File: src/design/cmsq_pkg.sv
// ============================================================================
// Complex magnitude sorted queue: shared package
// Widths, status codes, controller states and the command and status
// structures that pass between the controller and the datapath.
// ============================================================================
`default_nettype none

package cmsq_pkg;

    // Number of list cells.
    localparam int LIST_DEPTH = 16;
    // Width of one real or imaginary part.
    localparam int PART_WIDTH = 16;
    // Squared magnitude width. re*re + im*im is at most 2**(2*PART_WIDTH-1).
    localparam int MAG_W = 2 * PART_WIDTH;
    // Entry count width; it must hold LIST_DEPTH itself.
    localparam int CNT_W = $clog2(LIST_DEPTH + 1);
    // Scan position width.
    localparam int IDX_W = $clog2(LIST_DEPTH);

    // Operation codes.
    localparam logic OP_INSERT = 1'b0;
    localparam logic OP_READ   = 1'b1;

    // Result status codes.
    localparam logic [1:0] ST_INSERTED = 2'd0;
    localparam logic [1:0] ST_FULL     = 2'd1;
    localparam logic [1:0] ST_MATCH    = 2'd2;
    localparam logic [1:0] ST_NONE     = 2'd3;

    typedef enum logic [1:0] {
        S_IDLE,
        S_INSERT,
        S_SCAN,
        S_FLUSH
    } t_state;

    // Commands from the controller to the datapath.
    typedef struct packed {
        logic load;     // capture the input item and square its parts
        logic insert;   // place the captured value into the cell chain
        logic rotate;   // rotate the chain by one cell and test cell zero
        logic flush;    // emit the held match, or the none-matched result
    } t_cmd;

    // Status from the datapath to the controller.
    typedef struct packed {
        logic scan_done;    // this rotation is the last of the pass
    } t_stat;

endpackage

`default_nettype wire

File: src/design/cmsq_ctrl.sv
// ============================================================================
// Complex magnitude sorted queue: controller
// State machine that accepts items and sequences the insert, scan and flush
// steps of the datapath.
// ============================================================================
`default_nettype none

module cmsq_ctrl (
    input  wire logic            i_clk,
    input  wire logic            i_rst_n,
    input  wire logic            start,
    input  wire logic            i_operation,
    input  wire cmsq_pkg::t_stat i_stat,
    output logic                 busy,
    output cmsq_pkg::t_cmd       o_cmd
);

    cmsq_pkg::t_state r_state;
    cmsq_pkg::t_state n_state;

    always_ff @(posedge i_clk) begin
        if (!i_rst_n) begin
            r_state <= cmsq_pkg::S_IDLE;
        end else begin
            r_state <= n_state;
        end
    end

    // Next state.
    always_comb begin
        n_state = r_state;
        case (r_state)
            cmsq_pkg::S_IDLE: begin
                if (start) begin
                    if (i_operation == cmsq_pkg::OP_READ) begin
                        n_state = cmsq_pkg::S_SCAN;
                    end else begin
                        n_state = cmsq_pkg::S_INSERT;
                    end
                end
            end
            cmsq_pkg::S_INSERT: begin
                n_state = cmsq_pkg::S_IDLE;
            end
            cmsq_pkg::S_SCAN: begin
                if (i_stat.scan_done) begin
                    n_state = cmsq_pkg::S_FLUSH;
                end
            end
            cmsq_pkg::S_FLUSH: begin
                n_state = cmsq_pkg::S_IDLE;
            end
            default: begin
                n_state = cmsq_pkg::S_IDLE;
            end
        endcase
    end

    // Outputs.
    always_comb begin
        o_cmd = '0;
        busy  = 1'b1;
        case (r_state)
            cmsq_pkg::S_IDLE: begin
                busy       = 1'b0;
                o_cmd.load = start;
            end
            cmsq_pkg::S_INSERT: begin
                o_cmd.insert = 1'b1;
            end
            cmsq_pkg::S_SCAN: begin
                o_cmd.rotate = 1'b1;
            end
            cmsq_pkg::S_FLUSH: begin
                o_cmd.flush = 1'b1;
            end
            default: begin
                busy = 1'b1;
            end
        endcase
    end

endmodule

`default_nettype wire

File: src/design/cmsq_dpath.sv
// ============================================================================
// Complex magnitude sorted queue: datapath
// Shifting cell chain holding the sorted entries with their squared
// magnitudes, the input squarers, the scan counter and the result registers.
// ============================================================================
`default_nettype none

module cmsq_dpath (
    input  wire logic                                   i_clk,
    input  wire logic                                   i_rst_n,
    input  wire cmsq_pkg::t_cmd                         i_cmd,
    input  wire logic signed [cmsq_pkg::PART_WIDTH-1:0] i_value_re,
    input  wire logic signed [cmsq_pkg::PART_WIDTH-1:0] i_value_im,
    output cmsq_pkg::t_stat                             o_stat,
    output logic                                        o_valid,
    output logic             [1:0]                      o_status,
    output logic signed      [cmsq_pkg::PART_WIDTH-1:0] o_entry_re,
    output logic signed      [cmsq_pkg::PART_WIDTH-1:0] o_entry_im,
    output logic                                        o_last
);

    localparam int D  = cmsq_pkg::LIST_DEPTH;
    localparam int PW = cmsq_pkg::PART_WIDTH;
    localparam int MW = cmsq_pkg::MAG_W;
    localparam int CW = cmsq_pkg::CNT_W;
    localparam int IW = cmsq_pkg::IDX_W;

    // Captured input item.
    logic [PW-1:0] r_in_re;
    logic [PW-1:0] r_in_im;
    logic [MW-1:0] r_sq_re;
    logic [MW-1:0] r_sq_im;

    // Cell chain. Cells below r_count hold valid entries in list order.
    logic [PW-1:0] r_cell_re  [D];
    logic [PW-1:0] r_cell_im  [D];
    logic [MW-1:0] r_cell_mag [D];
    logic [PW-1:0] n_cell_re  [D];
    logic [PW-1:0] n_cell_im  [D];
    logic [MW-1:0] n_cell_mag [D];
    logic [CW-1:0] r_count;

    // Scan state.
    logic [IW-1:0] r_k;
    logic          r_pend_v;
    logic [PW-1:0] r_pend_re;
    logic [PW-1:0] r_pend_im;

    // Result registers.
    logic          r_out_v;
    logic [1:0]    r_out_status;
    logic [PW-1:0] r_out_re;
    logic [PW-1:0] r_out_im;
    logic          r_out_last;

    logic signed [MW-1:0] sq_re_full;
    logic signed [MW-1:0] sq_im_full;
    logic [MW-1:0]        new_mag;
    logic [D-1:0]         gt;
    logic                 full;
    logic                 match;

    assign sq_re_full = i_value_re * i_value_re;
    assign sq_im_full = i_value_im * i_value_im;
    assign new_mag    = r_sq_re + r_sq_im;
    assign full       = (r_count == CW'(D));
    assign match      = (CW'(r_k) < r_count) && r_cell_re[0][PW-1];

    assign o_stat.scan_done = (r_k == IW'(D - 1));

    // A cell is passed over when it is valid and smaller than the new value.
    // The list is sorted, so these bits form a prefix.
    always_comb begin
        for (int i = 0; i < D; i++) begin
            gt[i] = (CW'(i) < r_count) && (new_mag > r_cell_mag[i]);
        end
    end

    // Next cell contents for insert and rotate.
    always_comb begin
        for (int i = 0; i < D; i++) begin
            n_cell_re[i]  = r_cell_re[i];
            n_cell_im[i]  = r_cell_im[i];
            n_cell_mag[i] = r_cell_mag[i];
        end
        if (i_cmd.insert && !full) begin
            if (!gt[0]) begin
                n_cell_re[0]  = r_in_re;
                n_cell_im[0]  = r_in_im;
                n_cell_mag[0] = new_mag;
            end
            for (int i = 1; i < D; i++) begin
                if (!gt[i - 1]) begin
                    n_cell_re[i]  = r_cell_re[i - 1];
                    n_cell_im[i]  = r_cell_im[i - 1];
                    n_cell_mag[i] = r_cell_mag[i - 1];
                end else if (!gt[i]) begin
                    n_cell_re[i]  = r_in_re;
                    n_cell_im[i]  = r_in_im;
                    n_cell_mag[i] = new_mag;
                end
            end
        end else if (i_cmd.rotate) begin
            for (int i = 0; i < D - 1; i++) begin
                n_cell_re[i]  = r_cell_re[i + 1];
                n_cell_im[i]  = r_cell_im[i + 1];
                n_cell_mag[i] = r_cell_mag[i + 1];
            end
            n_cell_re[D - 1]  = r_cell_re[0];
            n_cell_im[D - 1]  = r_cell_im[0];
            n_cell_mag[D - 1] = r_cell_mag[0];
        end
    end

    // Payload registers.
    always_ff @(posedge i_clk) begin
        for (int i = 0; i < D; i++) begin
            r_cell_re[i]  <= n_cell_re[i];
            r_cell_im[i]  <= n_cell_im[i];
            r_cell_mag[i] <= n_cell_mag[i];
        end
        if (i_cmd.load) begin
            r_in_re <= i_value_re;
            r_in_im <= i_value_im;
            r_sq_re <= sq_re_full;
            r_sq_im <= sq_im_full;
        end
        if (i_cmd.rotate && match) begin
            r_pend_re <= r_cell_re[0];
            r_pend_im <= r_cell_im[0];
        end
    end

    // Control registers and results. A match is held back by one so that the
    // final one can be flagged when the pass ends.
    always_ff @(posedge i_clk) begin
        if (!i_rst_n) begin
            r_count      <= '0;
            r_k          <= '0;
            r_pend_v     <= 1'b0;
            r_out_v      <= 1'b0;
            r_out_status <= cmsq_pkg::ST_INSERTED;
            r_out_re     <= '0;
            r_out_im     <= '0;
            r_out_last   <= 1'b0;
        end else begin
            r_out_v      <= 1'b0;
            r_out_re     <= '0;
            r_out_im     <= '0;
            r_out_last   <= 1'b1;
            if (i_cmd.load) begin
                r_k      <= '0;
                r_pend_v <= 1'b0;
            end
            if (i_cmd.insert) begin
                r_out_v <= 1'b1;
                if (full) begin
                    r_out_status <= cmsq_pkg::ST_FULL;
                end else begin
                    r_out_status <= cmsq_pkg::ST_INSERTED;
                    r_count      <= r_count + CW'(1);
                end
            end
            if (i_cmd.rotate) begin
                r_k <= r_k + IW'(1);
                if (match) begin
                    r_pend_v <= 1'b1;
                    if (r_pend_v) begin
                        r_out_v      <= 1'b1;
                        r_out_status <= cmsq_pkg::ST_MATCH;
                        r_out_re     <= r_pend_re;
                        r_out_im     <= r_pend_im;
                        r_out_last   <= 1'b0;
                    end
                end
            end
            if (i_cmd.flush) begin
                r_out_v  <= 1'b1;
                r_pend_v <= 1'b0;
                if (r_pend_v) begin
                    r_out_status <= cmsq_pkg::ST_MATCH;
                    r_out_re     <= r_pend_re;
                    r_out_im     <= r_pend_im;
                end else begin
                    r_out_status <= cmsq_pkg::ST_NONE;
                end
            end
        end
    end

    assign o_valid    = r_out_v;
    assign o_status   = r_out_status;
    assign o_entry_re = r_out_re;
    assign o_entry_im = r_out_im;
    assign o_last     = r_out_last;

endmodule

`default_nettype wire

File: src/design/complex_magnitude_sorted_queue.sv
// ============================================================================
// Complex magnitude sorted queue
// Bounded list of complex integers kept in ascending order of squared
// magnitude, with insert and read-negative-real-part operations.
// ============================================================================
//
// Channel   Direction  Signals                                   Transfer
// -------   ---------  ----------------------------------------  --------------------
// item      in         i_operation, i_value_re, i_value_im       start high, busy low
// result    out        o_status, o_entry_re, o_entry_im, o_last  o_valid high
//
// On an insert, the accept cycle squares both parts into registers, and the
// next cycle adds them, compares the sum against the stored magnitude of
// every cell at once and shifts the chain to open the slot.
// On a read, the chain rotates by one cell per cycle through a full turn, so
// its order is restored, and a last cycle flushes the final match.
// Reset is synchronous and active low; it empties the list. The receiver
// cannot stall: each result is shown for exactly one cycle on o_valid.
// ============================================================================
`default_nettype none

module complex_magnitude_sorted_queue (
    input  wire logic                                   i_clk,
    input  wire logic                                   i_rst_n,
    input  wire logic                                   start,
    output logic                                        busy,
    input  wire logic                                   i_operation,
    input  wire logic signed [cmsq_pkg::PART_WIDTH-1:0] i_value_re,
    input  wire logic signed [cmsq_pkg::PART_WIDTH-1:0] i_value_im,
    output logic                                        o_valid,
    output logic             [1:0]                      o_status,
    output logic signed      [cmsq_pkg::PART_WIDTH-1:0] o_entry_re,
    output logic signed      [cmsq_pkg::PART_WIDTH-1:0] o_entry_im,
    output logic                                        o_last
);

    // Command and status between the controller and the datapath.
    cmsq_pkg::t_cmd  cmd;
    cmsq_pkg::t_stat stat;

    // The controller accepts an item only in its idle state, then walks
    // through insert, or through scan and flush for a read.
    cmsq_ctrl u_ctrl (
        .i_clk       (i_clk),
        .i_rst_n     (i_rst_n),
        .start       (start),
        .i_operation (i_operation),
        .i_stat      (stat),
        .busy        (busy),
        .o_cmd       (cmd)
    );

    // The datapath owns the cell chain and registers every result, so each
    // transfer on the result side comes straight from flip-flops.
    cmsq_dpath u_dpath (
        .i_clk      (i_clk),
        .i_rst_n    (i_rst_n),
        .i_cmd      (cmd),
        .i_value_re (i_value_re),
        .i_value_im (i_value_im),
        .o_stat     (stat),
        .o_valid    (o_valid),
        .o_status   (o_status),
        .o_entry_re (o_entry_re),
        .o_entry_im (o_entry_im),
        .o_last     (o_last)
    );

endmodule

`default_nettype wire

File: config.mk
export PLATFORM = sky130hd
export DESIGN_NAME = complex_magnitude_sorted_queue
export DESIGN_NICKNAME = d
export VERILOG_FILES = /design/src/design/cmsq_pkg.sv /design/src/design/cmsq_ctrl.sv /design/src/design/cmsq_dpath.sv /design/src/design/complex_magnitude_sorted_queue.sv
export SDC_FILE = /design/constraint.sdc
export NUM_CORES = 2
export LEC_CHECK = 0
export BUFFER_PORTS_ARGS = -buffer_cell sky130_fd_sc_hd__buf_2
export CAP_MARGIN = 20
export CELL_PAD_IN_SITES_DETAIL_PLACEMENT = 1
export CELL_PAD_IN_SITES_GLOBAL_PLACEMENT = 1
export CORE_ASPECT_RATIO = 1.75
export CORE_UTILIZATION = 50
export CTS_BUF_LIST = sky130_fd_sc_hd__clkbuf_4
export DETAILED_ROUTE_END_ITERATION = 6
export PLACE_DENSITY_LB_ADDON = 0.25
export SYNTH_ARGS = -nofsm -noshare
export SYNTH_HDL_FRONTEND = slang
export SYNTH_HIERARCHICAL = 1
export SYNTH_SLANG_ARGS = --single-unit
File: constraint.sdc
create_clock -name i_clk -period 19.2 [get_ports i_clk]
set_input_delay 3.84 -clock i_clk [delete_from_list [all_inputs] [get_ports i_clk]]
set_output_delay 3.84 -clock i_clk [all_outputs]
set_load 0.005 [all_outputs]
==> impl_metrics.json <==
{
  "status": "finished, final reports clean",
  "syn_inst": 8879,
  "track_usage_pct": 35.2,
  "clock_skew_ns": 0.150,
  "worstPathRequired_ns": 19.90,
  "cts_setup_buffers": 0,
  "synth_area_per_cell_um2": 10.1,
  "period_share_pct": 54.1,
  "syn_area_um2": 89300,
  "reg2reg_to": "u_dpath/r_cell_mag[1][88]",
  "final_nets": 10100,
  "synthDistinctLibCells": 92,
  "drtAntennaViolNets": 0,
  "clock.fmax_mhz": 96.4,
  "num_vias": 70300,
  "drv_slew": 0,
  "grt_pass1_wl_um": 474000,
  "design_area_um2": 96300,
  "period_needed_ns": 10.38,
  "ys_seq_area_share_pct": 39.7,
  "wl_per_cell_um": 27.7,
  "synth-edff-count": 1148,
  "ff2ff_setup_slack_ns": 8.82,
  "rsz0062_at_grt": "false",
  "numPortBuffers": 72,
  "multiInputGateArea_um2": 48200,
  "cts.path.max_buffers": 4,
  "synth_top_area_cell": "edfxtp_1",
  "setup_viol": 0,
  "hold_viol": 0,
  "clk_latency_ns": 1.23,
  "numCtsBuffers": 317,
  "hold_buffers": 0,
  "cts_resized": 0,
  "area_growth_pct": 7.78,
  "cp-endpoint": "u_dpath/r_cell_mag[1][88]",
  "rows": 204,
  "cts_tree": "done",
  "routed_wirelength_um": 319000,
  "hpwl_um": 220000,
  "grt_max_degree": 280,
  "core_um2": 177000,
  "clkTransAtPathRegs_ns": 0.06,
  "synth_most_common_cell": "nand2_1",
  "cts_root_buffer": "clkbuf_4",
  "hp-class": "reg -> reg",
  "start_kind": "register",
  "synth_top_cell_area_share_pct": 38.6,
  "synth_nets": 10100,
  "synthTopCellsByCount": "1250 x nand2_1, 1169 x inv_1, 1148 x edfxtp_1, 958 x o21ai_0, 828 x mux2i_1",
  "place_congestion": 0.962,
  "final.setup.tns_ns": 0,
  "drt_iter0_drc": 5133,
  "path_max_fanout": 38,
  "async_flop_share_pct": 0,
  "cp.arrival_ns": 11.08,
  "yosysWarnings": 6,
  "first_pass_iters": 5,
  "antenna_found_initial": 23,
  "place_area_um2": 92300,
  "io_pins": 73,
  "viasPerCell": 6.11,
  "ff2ff_path_depth": 21,
  "fillCellCount": 19600,
  "startpoint": "u_dpath/r_sq_re[3]",
  "drive_above_1_share_pct": 8.71,
  "htreeDepth": 5,
  "critical_path_class": "reg -> reg",
  "initial_core_util_pct": 50.5,
  "grt_pass1_vias": 77300,
  "overflow": 0,
  "fp.dieW_um": 322,
  "seq_area_um2": 35400,
  "die_area_um2": 180000,
  "synth_flop_cell": "edfxtp_1",
  "tightest_slew_ns": 1.46,
  "dieHeight_um": 561,
  "synth-seq-cells": 1196,
  "cts.sinks": 1196,
  "endpoint_kind": "register",
  "drv_cap": 0,
  "maxSlewHeadroom_pct": 2.72,
  "r2r-start": "u_dpath/r_sq_re[3]",
  "synth_area_leaders": "edfxtp_1 39%, fa_1 10%, ha_1 10%",
  "drcViolationCount": 0
}
registers in the layout, indices dropped and copies added, names as in the netlist:
register,cells
u_ctrl/r_state,2
u_dpath/o_entry_im,16
u_dpath/o_entry_re,16
u_dpath/o_last,1
u_dpath/o_status,2
u_dpath/o_valid,1
u_dpath/r_cell_im,256
u_dpath/r_cell_mag,512
u_dpath/r_cell_re,256
u_dpath/r_count,5
u_dpath/r_in_im,16
u_dpath/r_in_re,16
u_dpath/r_k,4
u_dpath/r_pend_im,16
u_dpath/r_pend_re,16
u_dpath/r_pend_v,1
u_dpath/r_sq_im,30
u_dpath/r_sq_re,30
cell type report:
| cell class | instances | share of cell area (%) |
|---|---|---|
| timing repair buffer | 202 | 1.49 |
| tap | 2369 | 3.08 |
| inverter | 1174 | 4.58 |
| antenna | 9 | 0.0234 |
| multi-input combinational | 6020 | 50.0 |
| sequential | 1196 | 36.8 |
| clock inverter | 82 | 0.509 |
| clock buffer | 450 | 3.51 |
worst min path at each step:
| stage | start | end | slack, ns | depth (start not counted) |
|---|---|---|---|---|
| floorplan | u_dpath/r_pend_im[0] | u_dpath/o_entry_im[0] | 0.42 | 1 |
| global placement | u_dpath/r_pend_im[6] | u_dpath/o_entry_im[6] | 0.43 | 1 |
| detailed placement | u_dpath/r_pend_im[6] | u_dpath/o_entry_im[6] | 0.43 | 1 |
| CTS | u_dpath/r_cell_re[0][11] | u_dpath/r_pend_re[11] | 0.44 | 0 |
| global route | u_dpath/r_pend_re[5] | u_dpath/o_entry_re[5] | 0.46 | 1 |
| finish | u_dpath/r_pend_im[6] | u_dpath/o_entry_im[6] | 0.44 | 1 |
through the flow:
stage | std cells | utilization, % | setup slack, ns | hold slack, ns
final | 11500 | 54.4 | 8.82 | 0.443
after global routing | 11500 | 54.4 | 9.03 | 0.455
after CTS | 11500 | 54.4 | 9.27 | 0.440
after detailed placement | 11000 | 52.2 | 8.18 | 0.432
after global placement | 11000 | 52.2 | 8.22 | 0.427
after floorplan | 8879 | - | 9.22 | 0.420
routing by layer:
| metal | vias up | global-route usage [%] | wire, um | share of wire, % |
|---|---|---|---|---|
| met2 | 2598 | 62.5 | 163000 | 51 |
| met5 | - | 0 | 66 | 0.021 |
| met4 | 10 | 27.7 | 28200 | 8.8 |
| met1 | 35600 | 37.3 | 111000 | 35 |
| li1 | 31000 | - | - | - |
| met3 | 1115 | 5.00 | 16900 | 5.3 |
layout by cell type (no fill, tap or decap), types with 21 or more instances in the layout:
master / Yosys / routed
nand2_1: 1250 / 1248
inv_1: 1169 / 1169
edfxtp_1: 1148 / 1148
o21ai_0: 958 / 955
mux2i_1: 828 / 828
ha_1: 727 / 727
fa_1: 468 / 468
clkbuf_4: 0 / 450
nor2_1: 236 / 231
a21oi_1: 202 / 189
buf_4: 20 / 122
and2_1: 122 / 121
nand3_1: 119 / 119
o21ai_1: 114 / 116
a21o_1: 98 / 97
nand4_1: 96 / 96
xnor2_1: 85 / 74
buf_2: 62 / 73
a31oi_1: 74 / 68
clkinv_1: 4 / 57
nor3_1: 58 / 55
o211ai_1: 52 / 52
dfxtp_1: 48 / 48
o21a_1: 40 / 39
nor2b_1: 35 / 34
or3_1: 33 / 33
a211oi_1: 34 / 31
nand2b_1: 30 / 30
and3_1: 27 / 27
o21bai_1: 27 / 26
nor4_1: 21 / 21
logic make-up after synthesis:
| family | synth area share, % |
|---|---|
| buffers and inverters | 7.21 |
| AOI/OAI and AO/OA | 11.8 |
| and+or+nand+nor | 10.3 |
| DFF | 39.7 |
| xor gates and xnor gates | 1.08 |
| adders and majority gates | 20.7 |
| muxes | 9.28 |
worst max-delay path: stages, from the launching register on:
cell	delay (ns)
edfxtp_1	0.51
ha_1	0.44
a211oi_2	0.29
o21ai_1	0.19
a32o_2	0.40
o311ai_4	0.37
nand3_1	0.20
a311oi_1	0.78
or2_1	0.20
buf_4	0.31
inv_2	0.30
ha_1	0.39
nand4_1	0.13
nor3_2	0.77
nand4_1	0.69
or3_1	0.84
nor3_1	0.51
a211oi_4	0.05
and2_1	0.45
a21oi_4	0.65
buf_4	0.46
buf_4	0.78
Power is not shown: default switching activity piles up to over one toggle a cycle in this logic, so the estimate is an artifact.
